--- config.mk ---
export PLATFORM = sky130hd
export DESIGN_NAME = bpa_ctrl
export DESIGN_NICKNAME = d
export VERILOG_FILES = /design/src/hw/rtl/bitmap_page_allocator_macros.svh /design/src/hw/rtl/bpa_pkg.sv /design/src/hw/rtl/bpa_ctrl.sv
export SDC_FILE = /design/constraint.sdc
export NUM_CORES = 1
export LEC_CHECK = 0
export BUFFER_PORTS_ARGS = -buffer_cell sky130_fd_sc_hd__buf_2
export CAP_MARGIN = 5
export CORE_AREA = 2 2 39 41
export CTS_BUF_LIST = sky130_fd_sc_hd__clkbuf_8
export DETAILED_ROUTE_END_ITERATION = 16
export DIE_AREA = 0 0 41 43
export GPL_ROUTABILITY_DRIVEN = 0
export RECOVER_POWER = 50
export SYNTH_ARGS = -nofsm -noshare
export SYNTH_HDL_FRONTEND = slang
export SYNTH_SLANG_ARGS = --single-unit
--- constraint.sdc ---
create_clock -name clk -period 1.8 [get_ports clk]
set_input_delay 0.36 -clock clk [delete_from_list [all_inputs] [get_ports clk]]
set_output_delay 0.36 -clock clk [all_outputs]
set_load 0.01 [all_outputs]
--- src/hw/rtl/bitmap_page_allocator_macros.svh ---
// assertion macros for the page allocator
`ifndef BITMAP_PAGE_ALLOCATOR_MACROS_SVH
`define BITMAP_PAGE_ALLOCATOR_MACROS_SVH

`ifndef SYNTHESIS
`define BPA_ASSERT_IMP(lbl, clk_s, rst_s, ante, cons) \
    lbl: assert property (@(posedge clk_s) disable iff (!rst_s) (ante) |-> (cons)) \
        else $error("bitmap_page_allocator: assertion failed");
`define BPA_ASSERT_NXT(lbl, clk_s, rst_s, ante, cons) \
    lbl: assert property (@(posedge clk_s) disable iff (!rst_s) (ante) |=> (cons)) \
        else $error("bitmap_page_allocator: assertion failed");
`else
`define BPA_ASSERT_IMP(lbl, clk_s, rst_s, ante, cons)
`define BPA_ASSERT_NXT(lbl, clk_s, rst_s, ante, cons)
`endif

`endif

--- src/hw/rtl/bpa_pkg.sv ---
`timescale 1ns / 1ps

package bpa_pkg;

    localparam int MAX_PAGES_DEF  = 131072;
    localparam int PAGE_BYTES_DEF = 4096;

    localparam int WORD_BITS  = 32;
    localparam int WORD_SHIFT = 5;

    localparam int CMD_W      = 2;
    localparam int ADDR_W     = 32;
    localparam int STATUS_W   = 2;
    localparam int COUNT_W    = 18;
    localparam int TOTAL_W    = 18;
    localparam int FFP_W      = 21;
    localparam int CFG_DATA_W = 21;
    localparam int CFG_IDX_W  = 1;

    localparam int PAGE_TOTAL_RST = 3840;
    localparam int FIRST_FREE_RST = 256;

    typedef logic [CMD_W-1:0]     cmd_t;
    typedef logic [STATUS_W-1:0]  status_t;
    typedef logic [CFG_IDX_W-1:0] cfg_idx_t;

    localparam cmd_t CMD_ALLOC = 2'd0;
    localparam cmd_t CMD_FREE  = 2'd1;
    localparam cmd_t CMD_INIT  = 2'd2;

    localparam status_t STS_OK      = 2'd0;
    localparam status_t STS_OOM     = 2'd1;
    localparam status_t STS_IGNORED = 2'd2;

    localparam cfg_idx_t CFG_PAGE_TOTAL = 1'd0;
    localparam cfg_idx_t CFG_FIRST_FREE = 1'd1;

    typedef struct packed {
        logic accept;
        logic load;
        logic sweep;
        logic scan;
        logic free_chk;
        logic finish;
    } ctl_t;

    typedef struct packed {
        logic sweep_last;
        logic scan_done;
        logic out_free;
    } sts_t;

endpackage

--- src/hw/rtl/bpa_ctrl.sv ---
`timescale 1ns / 1ps

module bpa_ctrl
(
    input  logic          clk,
    input  logic          rst_n,
    input  logic          req_valid,
    input  bpa_pkg::cmd_t req_cmd,
    input  bpa_pkg::sts_t sts,
    output logic          req_ready,
    output bpa_pkg::ctl_t ctl
);

    localparam logic [2:0] ST_SWEEP = 3'd0;
    localparam logic [2:0] ST_IDLE  = 3'd1;
    localparam logic [2:0] ST_LOAD  = 3'd2;
    localparam logic [2:0] ST_SCAN  = 3'd3;
    localparam logic [2:0] ST_FREE  = 3'd4;
    localparam logic [2:0] ST_DONE  = 3'd5;

    logic [2:0] state_reg;
    logic [2:0] state_next;
    logic       report_reg;
    logic       report_next;

    always_comb
    begin
        state_next  = state_reg;
        report_next = report_reg;
        req_ready   = 1'b0;
        ctl         = '0;
        unique case (state_reg)
            ST_SWEEP:
            begin
                ctl.sweep = 1'b1;
                if (sts.sweep_last)
                begin
                    state_next = report_reg ? ST_DONE : ST_IDLE;
                end
            end
            ST_IDLE:
            begin
                req_ready = 1'b1;
                if (req_valid)
                begin
                    ctl.accept = 1'b1;
                    unique case (req_cmd)
                        bpa_pkg::CMD_ALLOC: state_next = ST_SCAN;
                        bpa_pkg::CMD_FREE:  state_next = ST_FREE;
                        bpa_pkg::CMD_INIT:  state_next = ST_LOAD;
                        default:            state_next = ST_DONE;
                    endcase
                end
            end
            ST_LOAD:
            begin
                ctl.load    = 1'b1;
                report_next = 1'b1;
                state_next  = ST_SWEEP;
            end
            ST_SCAN:
            begin
                ctl.scan = 1'b1;
                if (sts.scan_done)
                begin
                    state_next = ST_DONE;
                end
            end
            ST_FREE:
            begin
                ctl.free_chk = 1'b1;
                state_next   = ST_DONE;
            end
            ST_DONE:
            begin
                if (sts.out_free)
                begin
                    ctl.finish = 1'b1;
                    state_next = ST_IDLE;
                end
            end
            default:
            begin
                state_next = ST_IDLE;
            end
        endcase
    end

    // power-up sweep rebuilds the map without a result word
    always_ff @(posedge clk or negedge rst_n)
    begin
        if (!rst_n)
        begin
            state_reg  <= ST_SWEEP;
            report_reg <= 1'b0;
        end
        else
        begin
            state_reg  <= state_next;
            report_reg <= report_next;
        end
    end

endmodule

==> metrics <==
status=completed; port buffer count=14; hold wc startpoint=sts[2]; Reg2Reg Depth=3; CP arrival=1270 ps; Power Density=~1400 mW/mm²; Static Leak=between 0.2 and 0.25 nW; Setup crit end kind=output pin; Clock Sinks=4; xor/xnor cell area share of the yosys netlist=0%; DR vias=320; Site Rows=14; Crit Path Category=reg -> out; Root Driver=clkbuf_8; CTS Buf Count=3; Fmax=around 610 MHz; Slew HR=about 77%; Main synth FF type=dfrtp_1; register-to-register setup slack=roughly 490 ps; Die Area=approximately 0.0018 mm²; layout cells sized above 1=approximately a third; synth top area cells=dfrtp_1 (28%), ha_1 (14%), nor2_1 (5.2%); DP HPWL=around 580 µm; Core Area=between 0.001 and 0.0015 mm²; flops & latches, synth=4; hold path depth=3; Crit. Startpoint=state_reg[2]$_DFFE_PN0P_; Post-Route WL=roughly 700 µm; Period minus WS final=1630 ps; Post-Route Skew=around 0.7 ps; Critical R2R Launch=state_reg[1]$_DFFE_PN0P_; Max VDD drop=approximately 0.42 mV; synthesis-to-layout area growth=31.4%; number of global-route vias before repair=288; top post-synthesis cells by count=nor2_1 (5), dfrtp_1 (4), ha_1 (4), inv_1 (3); Avg Cell Area, Syn=between 8 and 9 µm²; top-count cell post-synth=nor2_1; Clk pin slew, worst setup/hold paths=roughly 30 ps; CP Max Fanout=11; FF-to-FF End=state_reg[1]$_DFFE_PN0P_; slack of the critical path=approximately 170 ps; Netlist cell types=25; Max Cap Violations=0; Initial Util=roughly a quarter; antenna viol nets, final=0; Syn Nets=52; post-synthesis mux area share=under 10%; vias per cell=around 4.5; Place WS=approximately 400 ps; Cell Area, Synth=359 µm²; initial antenna violation count=0; Worst-Margin Slew=~350 ps; GRT Overall Usage=around a tenth; leading area contributor after synthesis=dfrtp_1; Worst Path Required=about 1400 ps; Diodes inserted=0; die width=around 41 µm; Gate Count Post-Synth=40; H-tree depth=1; Synth Warn #=0; Seq/Total Area, Yosys=between 20% and 30%; Post-Synth Adder-Cell Area=13.9%; DRT iter0 DRCs=3; DRT Pass-1 Iters=2; worst min path class=in -> reg; ys async rst share=100%; die height=~43 µm; Yosys top cell area share=approximately 28%; period utilization=between 90% and 100%; Clock Latency Late Sink=between 200 and 250 ps; routed length per instance=9.94 µm; unrepaired setup endpoints after global routing=false; EDFF count, synth=0; largest net degree at the start of global routing=13; post-cts repair resize count=0; CTS tree=done; Post-route DRC=0; max reg flops=3; simple logic cell fraction of the synthesized area=roughly 33%; # IOs=15; CTS Buffer Depth=2; setup tns final=0 ps; nets=between 60 and 70; post-synthesis compound-gate area fraction=12.9%; global-route wire length before repair=~1100 µm; Hold Path End=state_reg[0]$_DFFE_PN0P_; gr ovfl total=0; setup violators final=0; largest family of logic cells by synthesized area=simple AND/OR/NAND/NOR gates; count of pins over their slew limit=0; Final Hold Viols=0; CP startpoint kind=flip-flop
[per-layer routing]
layer / wire, µm / global-route usage [%] / vias to the layer above
met1: 334 / 11.0 / 137
met5: 0 / 0 / -
li1: - / - / 172
met2: 318 / 15.0 / 11
met3: 54 / 4.71 / 0
met4: 0 / 2.00 / 0
[power breakdown]
| part | total (mW) | internal [mW] | switching, mW |
|---|---|---|---|
| clock network | 0.180 | 0.142 | 0.0384 |
| registers | 0.206 | 0.128 | 0.0783 |
| logic | 0.282 | 0.147 | 0.136 |
| total | 0.669 | 0.417 | 0.252 |
[per-stage QoR]
stage / hold slack, ps / std cells / util, % / power, mW / area, µm²
finish: 447 / 71 / 34.1 / 0.669 / 472
global route: 473 / 71 / 34.1 / 0.722 / 472
global placement: 166 / 67 / 30.7 / 0.496 / 425
floorplan: 64.4 / 40 / - / 0.430 / 359
CTS: 450 / 71 / 34.4 / 0.684 / 477
detailed placement: 167 / 67 / 30.7 / 0.498 / 425
[critical path, cell delays in order, from the launching register on]
cell      delay, ps
dfrtp_1         460
nand2b_1        220
nor2_2          130
and2_1          130
buf_2           120
[cells in the final DEF, fill, tap and decap left out, types with 2 or more instances in the layout]
| master | instances |
|---|---|
| a21oi_1 | 3 |
| nor2_1 | 5 |
| nor3_1 | 2 |
| clkbuf_8 | 3 |
| ha_1 | 4 |
| buf_2 | 13 |
| inv_1 | 3 |
| nand2b_1 | 2 |
| dfrtp_1 | 4 |
[logic make-up (layout without fill, tap and decap cells)]
kind of cell | Yosys count | in the layout
compound gates | 6 | 6
mux | 1 | 1
buf+inv | 6 | 21
flops | 4 | 4
simple gates | 19 | 19
fa+ha+maj | 4 | 4
[area by class of cell]
| cell class | count | area, µm² |
|---|---|---|
| Inverter | 3 | 11.3 |
| Multi-Input combinational cell | 30 | 220 |
| Tap cell | 16 | 20.0 |
| Clock buffer | 3 | 41.3 |
| Timing Repair Buffer | 15 | 78.8 |
| Sequential cell | 4 | 100 |
| Fill cell | 160 | 912 |
[timing repair]
item,4_1_cts,5_1_grt
hold buffers,1,0
endpoints found under the setup margin,0,0
hold endpoints to repair,4,0
buffers inserted,0,0
[how the worst max path moves through the flow]
| stage | end | depth (start not counted) | slack, ps |
|---|---|---|---|
| after floorplan | ctl[5] | 4 | 430 |
| after global placement | ctl[5] | 4 | 420 |
| after detailed placement | ctl[5] | 4 | 400 |
| after CTS | ctl[5] | 4 | 170 |
| after global routing | ctl[5] | 4 | 70 |
| final | ctl[5] | 4 | 170 |
(Power assumes the default switching activity.)
